--- config.mk ---
export PLATFORM = sky130hd
export DESIGN_NAME = loss_rtt_quality_level_control
export DESIGN_NICKNAME = d
export VERILOG_FILES = /design/src/rtl/lrqlc_pkg.sv /design/src/rtl/loss_rtt_quality_level_control.sv
export SDC_FILE = /design/constraint.sdc
export NUM_CORES = 2
export LEC_CHECK = 0
export BUFFER_PORTS_ARGS = -buffer_cell sky130_fd_sc_hd__buf_2
export CAP_MARGIN = 15
export CORE_MARGIN = 4
export CORE_UTILIZATION = 35
export DETAILED_ROUTE_END_ITERATION = 10
export PLACE_DENSITY = 0.6
export SYNTH_ARGS = -nofsm -noshare
export SYNTH_HDL_FRONTEND = slang
export SYNTH_SLANG_ARGS = --single-unit
--- constraint.sdc ---
create_clock -name clk -period 44.3 [get_ports clk]
set_clock_uncertainty 0.1 [all_clocks]
set_input_delay 8.86 -clock clk [delete_from_list [all_inputs] [get_ports clk]]
set_output_delay 8.86 -clock clk [all_outputs]
set_load 0.01 [all_outputs]
--- src/rtl/lrqlc_pkg.sv ---
// Shared types and constants for the loss and round-trip quality level controller.
package lrqlc_pkg;

  typedef enum logic [1:0] {
    LVL_LOW    = 2'd0,
    LVL_MED    = 2'd1,
    LVL_HIGH   = 2'd2,
    LVL_CUSTOM = 2'd3
  } level_t;

  typedef enum logic [2:0] {
    REG_ADAPTIVE_ENABLE   = 3'd0,
    REG_START_LEVEL       = 3'd1,
    REG_LOSS_CRITICAL     = 3'd2,
    REG_LOSS_HIGH         = 3'd3,
    REG_LOSS_LOW          = 3'd4,
    REG_RTT_CRITICAL      = 3'd5,
    REG_RTT_HIGH          = 3'd6,
    REG_DOWNGRADE_COOLDWN = 3'd7
  } reg_index_t;

  localparam int unsigned CFG_INDEX_W = 3;
  localparam int unsigned CFG_DATA_W  = 16;
  localparam int unsigned IN_DATA_W   = 160;
  localparam int unsigned OUT_DATA_W  = 8;

  localparam int unsigned COUNT_W = 32;
  localparam int unsigned TOTAL_W = COUNT_W + 1;
  localparam int unsigned TENTH_W = 10;
  localparam int unsigned PROD_W  = TOTAL_W + TENTH_W;
  localparam int unsigned TIME_W  = 64;
  localparam int unsigned MS_W    = 16;

  localparam logic [TENTH_W-1:0] TENTHS_PER_UNIT = 10'd1000;

  localparam logic [MS_W-1:0] UPGRADE_COOLDOWN_MS = 16'd5000;
  localparam logic [MS_W-1:0] UPGRADE_SUSTAIN_MS  = 16'd10000;
  localparam level_t          TOP_LEVEL           = LVL_HIGH;

  localparam logic           RST_ADAPTIVE_ENABLE = 1'b1;
  localparam level_t         RST_START_LEVEL     = LVL_MED;
  localparam logic [TENTH_W-1:0] RST_LOSS_CRITICAL = 10'd150;
  localparam logic [TENTH_W-1:0] RST_LOSS_HIGH     = 10'd50;
  localparam logic [TENTH_W-1:0] RST_LOSS_LOW      = 10'd10;
  localparam logic [MS_W-1:0] RST_RTT_CRITICAL     = 16'd800;
  localparam logic [MS_W-1:0] RST_RTT_HIGH         = 16'd400;
  localparam logic [MS_W-1:0] RST_DOWNGRADE_CD     = 16'd2000;

endpackage

--- src/rtl/loss_rtt_quality_level_control.sv ---
// Quality level controller driven by loss and round-trip statistics reports.
//
// Usage:
//   s_* stream carries one statistics report per transaction; tdata packs
//   received_count, lost_count, round_trip_ms and timestamp_ms from bit 0 up.
//   m_* stream returns one result per report: level_now and level_changed.
//   wr_en / wr_index / wr_data write the eight thresholds and mode registers;
//   writing the starting level also loads the current level. Write only while idle.
// Path: a report passes the input register, the product register and the
//   result register in that order before its result is valid.
// Throughput: one report per cycle while m_tready is high; each of the three
//   stages loads when the next is free; the last stage updates level and timestamps.
// Reset: rst clears the pipeline valids, loads the register reset values,
//   sets the level to medium and clears all timestamps and low-loss tracking.
// Stall: when m_tready is low the result holds and the earlier stages keep
//   filling; s_tready falls once every stage holds a report.
module loss_rtt_quality_level_control (
  input  logic                          clk,
  input  logic                          rst,
  input  logic                          s_tvalid,
  output logic                          s_tready,
  // received_count[31:0], lost_count[63:32], round_trip_ms[95:64],
  // timestamp_ms[159:96]
  input  logic [lrqlc_pkg::IN_DATA_W-1:0] s_tdata,
  output logic                          m_tvalid,
  input  logic                          m_tready,
  // level_now[1:0], level_changed[2], zero[7:3]
  output logic [lrqlc_pkg::OUT_DATA_W-1:0] m_tdata,
  input  logic                          wr_en,
  input  logic [lrqlc_pkg::CFG_INDEX_W-1:0] wr_index,
  input  logic [lrqlc_pkg::CFG_DATA_W-1:0]  wr_data
);
  import lrqlc_pkg::*;

  // configuration
  logic                adaptive_enable;
  logic [TENTH_W-1:0]  loss_critical_tenths;
  logic [TENTH_W-1:0]  loss_high_tenths;
  logic [TENTH_W-1:0]  loss_low_tenths;
  logic [MS_W-1:0]     rtt_critical_ms;
  logic [MS_W-1:0]     rtt_high_ms;
  logic [MS_W-1:0]     downgrade_cooldown_ms;

  // state
  level_t              quality_level;
  logic [TIME_W-1:0]   last_down_time;
  logic [TIME_W-1:0]   last_up_time;
  logic [TIME_W-1:0]   low_loss_start;
  logic                low_loss_valid;

  // stage 1: input register
  logic                in_valid;
  logic [COUNT_W-1:0]  in_rx;
  logic [COUNT_W-1:0]  in_lost;
  logic [COUNT_W-1:0]  in_rtt;
  logic [TIME_W-1:0]   in_now;

  // stage 2: products and rtt compares
  logic                pr_valid;
  logic [PROD_W-1:0]   pr_num;
  logic [PROD_W-1:0]   pr_crit;
  logic [PROD_W-1:0]   pr_high;
  logic [PROD_W-1:0]   pr_low;
  logic                pr_rtt_gt_crit;
  logic                pr_rtt_gt_high;
  logic [TIME_W-1:0]   pr_now;

  // stage 3: result
  level_t              res_level;
  logic                res_changed;

  logic out_ld, pr_ld, in_ld;

  assign out_ld   = !m_tvalid || m_tready;
  assign pr_ld    = !pr_valid || out_ld;
  assign in_ld    = !in_valid || pr_ld;
  assign s_tready = in_ld;

  assign m_tdata = {{(OUT_DATA_W-3){1'b0}}, res_changed, res_level};

  // ---------------------------------------------------------------- stage 1
  always_ff @(posedge clk) begin
    if (rst) begin
      in_valid <= 1'b0;
    end else if (in_ld) begin
      in_valid <= s_tvalid;
    end
  end

  always_ff @(posedge clk) begin
    if (in_ld && s_tvalid) begin
      in_rx   <= s_tdata[31:0];
      in_lost <= s_tdata[63:32];
      in_rtt  <= s_tdata[95:64];
      in_now  <= s_tdata[159:96];
    end
  end

  // ---------------------------------------------------------------- stage 2
  logic [TOTAL_W-1:0] total_raw;
  logic [TOTAL_W-1:0] total;

  always_comb begin
    total_raw = {1'b0, in_rx} + {1'b0, in_lost};
    // zero total: lost is zero too, so any nonzero divisor gives zero loss
    total = (total_raw == '0) ? TOTAL_W'(1) : total_raw;
  end

  always_ff @(posedge clk) begin
    if (rst) begin
      pr_valid <= 1'b0;
    end else if (pr_ld) begin
      pr_valid <= in_valid;
    end
  end

  always_ff @(posedge clk) begin
    if (pr_ld && in_valid) begin
      pr_num  <= PROD_W'(in_lost) * PROD_W'(TENTHS_PER_UNIT);
      pr_crit <= PROD_W'(loss_critical_tenths) * PROD_W'(total);
      pr_high <= PROD_W'(loss_high_tenths) * PROD_W'(total);
      pr_low  <= PROD_W'(loss_low_tenths) * PROD_W'(total);
      pr_rtt_gt_crit <= in_rtt > COUNT_W'(rtt_critical_ms);
      pr_rtt_gt_high <= in_rtt > COUNT_W'(rtt_high_ms);
      pr_now  <= in_now;
    end
  end

  // ---------------------------------------------------------------- stage 3
  logic              adapt;
  logic              cd_zero;
  logic              down_ok;
  logic              down_ok2;
  level_t            lvl1, lvl2, lvl3;
  logic              valid1, valid3;
  logic [TIME_W-1:0] start1;
  logic              took1, took2;
  logic              up_go;
  logic [TIME_W-1:0] since_down, since_up, since_start;

  always_comb begin
    adapt       = adaptive_enable && (quality_level != LVL_CUSTOM);
    cd_zero     = (downgrade_cooldown_ms == '0);
    since_down  = pr_now - last_down_time;
    since_up    = pr_now - last_up_time;
    down_ok     = since_down >= TIME_W'(downgrade_cooldown_ms);

    lvl1   = quality_level;
    valid1 = low_loss_valid;
    start1 = low_loss_start;
    took1  = 1'b0;
    priority if (pr_num > pr_crit) begin
      if (quality_level != LVL_LOW && down_ok) begin
        lvl1   = LVL_LOW;
        took1  = 1'b1;
        valid1 = 1'b0;
      end
    end else if (pr_num > pr_high) begin
      if (quality_level != LVL_LOW && down_ok) begin
        lvl1   = level_t'(quality_level - 2'd1);
        took1  = 1'b1;
        valid1 = 1'b0;
      end
    end else if (pr_num < pr_low) begin
      if (!low_loss_valid) begin
        valid1 = 1'b1;
        start1 = pr_now;
      end
    end else begin
      valid1 = 1'b0;
    end

    // a downgrade just taken leaves zero elapsed time
    down_ok2 = took1 ? cd_zero : down_ok;
    lvl2  = lvl1;
    took2 = took1;
    priority if (pr_rtt_gt_crit && lvl1 > LVL_LOW) begin
      if (down_ok2) begin
        lvl2  = LVL_LOW;
        took2 = 1'b1;
      end
    end else if (pr_rtt_gt_high && lvl1 > LVL_MED) begin
      if (down_ok2) begin
        lvl2  = LVL_MED;
        took2 = 1'b1;
      end
    end else begin
      lvl2 = lvl1;
    end

    since_start = pr_now - start1;
    up_go = valid1 && (since_start >= TIME_W'(UPGRADE_SUSTAIN_MS)) &&
            (lvl2 < TOP_LEVEL) && (since_up >= TIME_W'(UPGRADE_COOLDOWN_MS)) &&
            !pr_rtt_gt_high;
    lvl3   = up_go ? level_t'(lvl2 + 2'd1) : lvl2;
    valid3 = up_go ? 1'b0 : valid1;
  end

  logic step;
  assign step = pr_valid && out_ld && adapt;

  always_ff @(posedge clk) begin
    if (rst) begin
      adaptive_enable       <= RST_ADAPTIVE_ENABLE;
      loss_critical_tenths  <= RST_LOSS_CRITICAL;
      loss_high_tenths      <= RST_LOSS_HIGH;
      loss_low_tenths       <= RST_LOSS_LOW;
      rtt_critical_ms       <= RST_RTT_CRITICAL;
      rtt_high_ms           <= RST_RTT_HIGH;
      downgrade_cooldown_ms <= RST_DOWNGRADE_CD;
      quality_level         <= RST_START_LEVEL;
      last_down_time        <= '0;
      last_up_time          <= '0;
      low_loss_start        <= '0;
      low_loss_valid        <= 1'b0;
    end else if (wr_en) begin
      unique case (reg_index_t'(wr_index))
        REG_ADAPTIVE_ENABLE:   adaptive_enable <= wr_data[0];
        REG_START_LEVEL:       quality_level   <= level_t'(wr_data[1:0]);
        REG_LOSS_CRITICAL:     loss_critical_tenths  <= wr_data[TENTH_W-1:0];
        REG_LOSS_HIGH:         loss_high_tenths      <= wr_data[TENTH_W-1:0];
        REG_LOSS_LOW:          loss_low_tenths       <= wr_data[TENTH_W-1:0];
        REG_RTT_CRITICAL:      rtt_critical_ms       <= wr_data;
        REG_RTT_HIGH:          rtt_high_ms           <= wr_data;
        REG_DOWNGRADE_COOLDWN: downgrade_cooldown_ms <= wr_data;
        default: ;
      endcase
    end else if (step) begin
      quality_level  <= lvl3;
      low_loss_valid <= valid3;
      low_loss_start <= start1;
      if (took2) begin
        last_down_time <= pr_now;
      end
      if (up_go) begin
        last_up_time <= pr_now;
      end
    end
  end

  always_ff @(posedge clk) begin
    if (rst) begin
      m_tvalid <= 1'b0;
    end else if (out_ld) begin
      m_tvalid <= pr_valid;
    end
  end

  always_ff @(posedge clk) begin
    if (pr_valid && out_ld) begin
      res_level   <= adapt ? lvl3 : quality_level;
      res_changed <= adapt && (lvl3 != quality_level);
    end
  end

endmodule
# [Word-level counts from Yosys, hierarchy flattened]
# Cells that the tools add are included.
[totals] regBits=674 output_inout_bits=10
[classes] n_addsub=6 mul=4 n_lt_le_gt_ge=11 eq_ne=10 muxes=30 bitwise=1 reduce_logical=36
[op_table] cell="64-bit two-way mux" n=4
[op_table] cell="64-bit subtractor" n=3
[op_table] cell="10-bit by 33-bit multiplier with 43-bit output" n=3
[op_table] cell="42-bit by 43-bit greater-than comparator with 1-bit output" n=2
[op_table] cell="64-bit by 13-bit >= comparator with 1-bit output, second input constant" n=1
[op_table] cell="64-bit by 14-bit >= comparator with 1-bit output, second input constant" n=1
[op_table] cell="64-bit by 16-bit >= comparator with 1-bit output" n=1
[op_table] cell="32-bit by 16-bit greater-than comparator with 1-bit output" n=2
[op_table] cell="42-bit by 43-bit < comparator with 1-bit output" n=1
[op_table] cell="32-bit by 7-bit multiplier with 39-bit output, second input constant" n=1
[op_table] cell="32-bit by 32-bit adder with 33-bit output" n=1
[op_table] cell="33-bit logical NOT" n=1
[op_table] cell="33-bit two-way mux" n=1
[op_table] cell="2-bit two-way mux" n=13
[op_table] cell="2-bit AND reduction" n=9
[op_table] cell="16-bit logical NOT" n=1
[op_table] cell="1-bit logical AND" n=13
[op_table] cell="3-bit equality test, second input constant" n=4
[op_table] cell="1-bit two-way mux" n=12
[op_table] cell="3-bit by 2-bit equality test with 1-bit output, second input constant" n=2
[op_table] cell="3-bit AND reduction" n=2
[op_table] cell="2-bit by 1-bit greater-than comparator with 1-bit output, second input constant" n=2
[op_table] cell="1-bit logical NOT" n=4
[op_table] cell="2-bit nonzero test" n=2
[op_table] cell="other kinds (10)" n=12

# [Depth between registers and ports, before layout]
[depth] ltp_word=17 ltp_mapped=49

# [Worst setup path after synthesis]
# Ideal clock, no wire load.
[synth_timing] path_kind="input -> register" from="input port m_tready" to="register pr_crit[0], enable pin" arrival_ns=25.792 required_ns=43.013 slack_ns=17.221 stages=2 path_cell_list="nor2b_1 > a21boi_0"
[synth_between] elab_chain_len=3
[synth_rtl] element="from (decl)" line="loss_rtt_quality_level_control.sv:26" rtl="input logic m_tready,"
[synth_rtl] element="1-bit logical OR" line="loss_rtt_quality_level_control.sv:74" rtl="assign out_ld = !m_tvalid || m_tready;"
[synth_rtl] element="1-bit logical OR" line="loss_rtt_quality_level_control.sv:75" rtl="assign pr_ld = !pr_valid || out_ld;"
[synth_rtl] element="1-bit logical AND" line="loss_rtt_quality_level_control.sv:118" rtl="if (pr_ld && in_valid) begin"
[synth_rtl] element="to (signal assigned)" line="loss_rtt_quality_level_control.sv:120" rtl="pr_crit <= PROD_W'(loss_critical_tenths) * PROD_W'(total);"
[synth_rtl] element="to (decl)" line="loss_rtt_quality_level_control.sv:61" rtl="logic [PROD_W-1:0] pr_crit;"
# No other way between the ends.
# A chain may end at the register's enable or synchronous reset.

# [Worst setup path in the final report]
[layout_timing] from="input port m_tready" to="output port s_tready"
[layout_between] elab_chain_len=3
[layout_rtl] element="1-bit logical OR" line="loss_rtt_quality_level_control.sv:74"
[layout_rtl] element="1-bit logical OR" line="loss_rtt_quality_level_control.sv:75"
[layout_rtl] element="1-bit logical OR" line="loss_rtt_quality_level_control.sv:76" rtl="assign in_ld = !in_valid || pr_ld;"
[layout_rtl] element="to (decl)" line="loss_rtt_quality_level_control.sv:21" rtl="output logic s_tready,"
# No other way between the ends.

==> flow_summary.json <==
{
  "status": "finished, final reports clean",
  "setup_ws_ns": 25.51,
  "netlist-cell-type-count": 108,
  "synth_top_cell_by_area": "fa_1",
  "period_share": 0.424,
  "r2r_start": "in_lost[0]$_DFFE_PP_",
  "postRouteAntennaNets": 0,
  "grt_use_met3": 0.0212,
  "clk_pin_slew_ns": 0.06,
  "grt_pass1_vias": 59100,
  "drive_gt1_frac": 0.0663,
  "yosysTopAreaCellShare": 0.227,
  "relSlewSlack": 0.190,
  "htree_levels": 3,
  "vias_per_cell": 5.20,
  "synth_seq_cells": 674,
  "max_cap_viol_count": 0,
  "antenna_found_initial": 11,
  "dieHeight_um": 474,
  "hp-start": "in_now[3]$_DFFE_PP_",
  "finalSetupTns_ns": 0,
  "drv_slew": 0,
  "grt_use_total": 0.179,
  "fin_crit_ns": 18.79,
  "worst_r2r_path_depth": 47,
  "cp-start-kind": "input pin",
  "numCtsBuffers": 90,
  "route.vias.total": 58100,
  "synthCells": 8239,
  "async_flop_share": 0,
  "cp_max_fo": 6,
  "final_cell_mix": "1238 x inv_1, 860 x fa_1, 822 x nand2_1",
  "met1_usage": 0.239,
  "vdd_drop_max_v": 0.0000830,
  "whs_path_depth": 0,
  "post_dp_cell_area_um2": 79700,
  "yosysWarnings": 0,
  "arrival_ns": 9.83,
  "synth_area_leaders": "fa_1 23%, edfxtp_1 16%, ha_1 12%, dfxtp_1 7.3%, inv_1 6.1%",
  "internal-power_w": 0.00332,
  "gr-max-usage-layer": "met2",
  "synth-edff-count": 397,
  "startpoint": "m_tready",
  "p_seq_frac": 0.166,
  "dp_hpwl_um": 154000,
  "timing.rr.end": "pr_high[42]$_DFFE_PP_",
  "avgSynthCellArea_um2": 9.23,
  "use_met2": 0.300,
  "drt_iter0_drc": 3424,
  "area_delta_synth_final_pct": 9.25,
  "grt_overflow": 0,
  "power_frac_clock": 0.129,
  "cts_resized": 0,
  "io_pins": 194,
  "port-buffer-count": 188,
  "synth_ff_type": "edfxtp_1",
  "dieArea_um2": 225000,
  "place_ws_ns": 25.53,
  "post_drt_wl_per_cell_um": 18.1,
  "synth_area_um2": 76000,
  "gp_congestion": 0.890,
  "max_freq_mhz": 53.2,
  "grt_first_pass_wirelength_um": 324000,
  "synth-seq-area-share": 0.230,
  "ctsRootBufferMaster": "clkbuf_16",
  "rrSetupSlack_ns": 29.83,
  "final_common_cell": "inv_1",
  "drt-pass1-iter-count": 5,
  "setup_viol": 0,
  "powerDensity_nw_per_um2": 75.1,
  "fin_nets": 10000,
  "holdCritPathClass": "reg2reg",
  "p_leak_nw": 38.3,
  "num_rows": 170,
  "cts_buffer_depth": 3,
  "sw_frac_of_total": 0.468,
  "core_area_um2": 215000,
  "insertion_delay_ns": 0.76,
  "cts_hold_buf": 0,
  "postCtsSetupBuffers": 0,
  "cp-end-kind": "output port",
  "grt_max_degree": 108,
  "comb_power_share": 0.705,
  "criticalPathCategory": "in2out",
  "switchingPower_w": 0.00292,
  "cts_sinks": 674,
  "die_x_um": 474,
  "start_util": 0.353,
  "hold_viol_final": 0,
  "route.detailed.drc": 0,
  "rsz0062_at_grt": "false",
  "fin_area_um2": 83000,
  "critPathRequiredTime_ns": 35.34,
  "totalWireLength_um": 202000,
  "cts_tree": "done",
  "worst_pin_slew_ns": 1.20,
  "timing.hold.ws_ns": 0.315,
  "num-fill-cells": 21500,
  "hold_end": "pr_now[3]$_DFFE_PP_"
}
final cells by class:
cell class,count,area (um^2),area share
Clock inverter,64,917,0.0110
Tap cell,2838,3550,0.0428
Antenna cell,5,12.5,0.000151
Inverter,1238,4650,0.0560
Timing Repair Buffer,274,1590,0.0192
Clock buffer,105,2360,0.0284
Sequential cell,674,17500,0.210
Multi-Input combinational cell,5973,52500,0.632
synth_stat cells (11+ instances only):
cell	n
o2111ai_1	14
nor2b_1	102
and3_1	44
or4_1	16
buf_1	12
a31o_2	14
o21a_1	87
a21o_1	179
clkbuf_1	303
nand3b_1	17
nor4b_1	11
and2_1	496
a21boi_0	18
o211a_1	11
nor3_1	79
o31ai_1	22
o211ai_1	37
buf_4	13
nor2_1	504
a211o_1	22
nor4_1	26
a2111oi_0	20
ha_1	708
a21oi_1	415
nand3_1	110
inv_1	1238
fa_1	860
nand4_1	92
nand2_1	822
or2_2	19
edfxtp_1	397
a211oi_1	104
nand4b_1	13
mux2i_1	218
o21ai_0	223
dfxtp_1	277
xor2_1	84
a221oi_1	11
or3_1	30
xnor2_1	164
o21bai_1	52
o22ai_1	14
nand2b_1	73
a31oi_1	63
cells by family after synthesis:
group | share of synthesized area
other | 0.0000493
DFF | 0.230
and+or+nand+nor | 0.161
adders and majority gates | 0.343
AOI/OAI and AO/OA | 0.125
muxes | 0.0297
xor gates and xnor gates | 0.0286
buffers and inverters | 0.0834
layer usage:
| layer | up-vias | part of all wire |
|---|---|---|
| li1 | 27400 | - |
| met1 | 29000 | 0.45 |
| met2 | 1296 | 0.47 |
| met3 | 350 | 0.043 |
| met4 | 0 | 0.036 |
| met5 | - | 0 |
critical path: stages:
cell,delay [ns]
buf_2,0.10
nor2b_1,0.48
nand3_1,0.21
buf_2,0.18
flip-flops by register name, summed over array words and instances (netlist names), 32 cells and up:
| register | cells |
|---|---|
| pr_now | 64 |
| in_lost | 32 |
| last_up_time | 64 |
| pr_high | 43 |
| pr_num | 39 |
| pr_crit | 43 |
| in_rx | 32 |
| in_rtt | 32 |
| pr_low | 43 |
| low_loss_start | 64 |
| last_down_time | 64 |
| in_now | 64 |
power groups by stage:
stage	registers (W)	clock network [W]	logic [W]
final	0.00104	0.000805	0.00440
after floorplan	0.00102	0	0.00349
after detailed placement	0.00105	0	0.00440
after CTS	0.00104	0.000830	0.00444
after global placement	0.00105	0	0.00430
after global routing	0.00104	0.000854	0.00507
worst max path at each step:
stage	end
6_report	s_tready
5_1_grt	s_tready
4_1_cts	s_tready
3_5_place_dp	s_tready
3_3_place_gp	s_tready
2_1_floorplan	pr_crit[0]$_DFFE_PP_
through the flow:
step	cells	total power, W	utilization
2_1_floorplan	8243	0.00451	-
3_3_place_gp	11000	0.00535	0.370
3_5_place_dp	11000	0.00545	0.370
4_1_cts	11200	0.00630	0.386
5_1_grt	11200	0.00697	0.386
6_report	11200	0.00624	0.386
No activity file was read; power rests on OpenSTA's default activity.
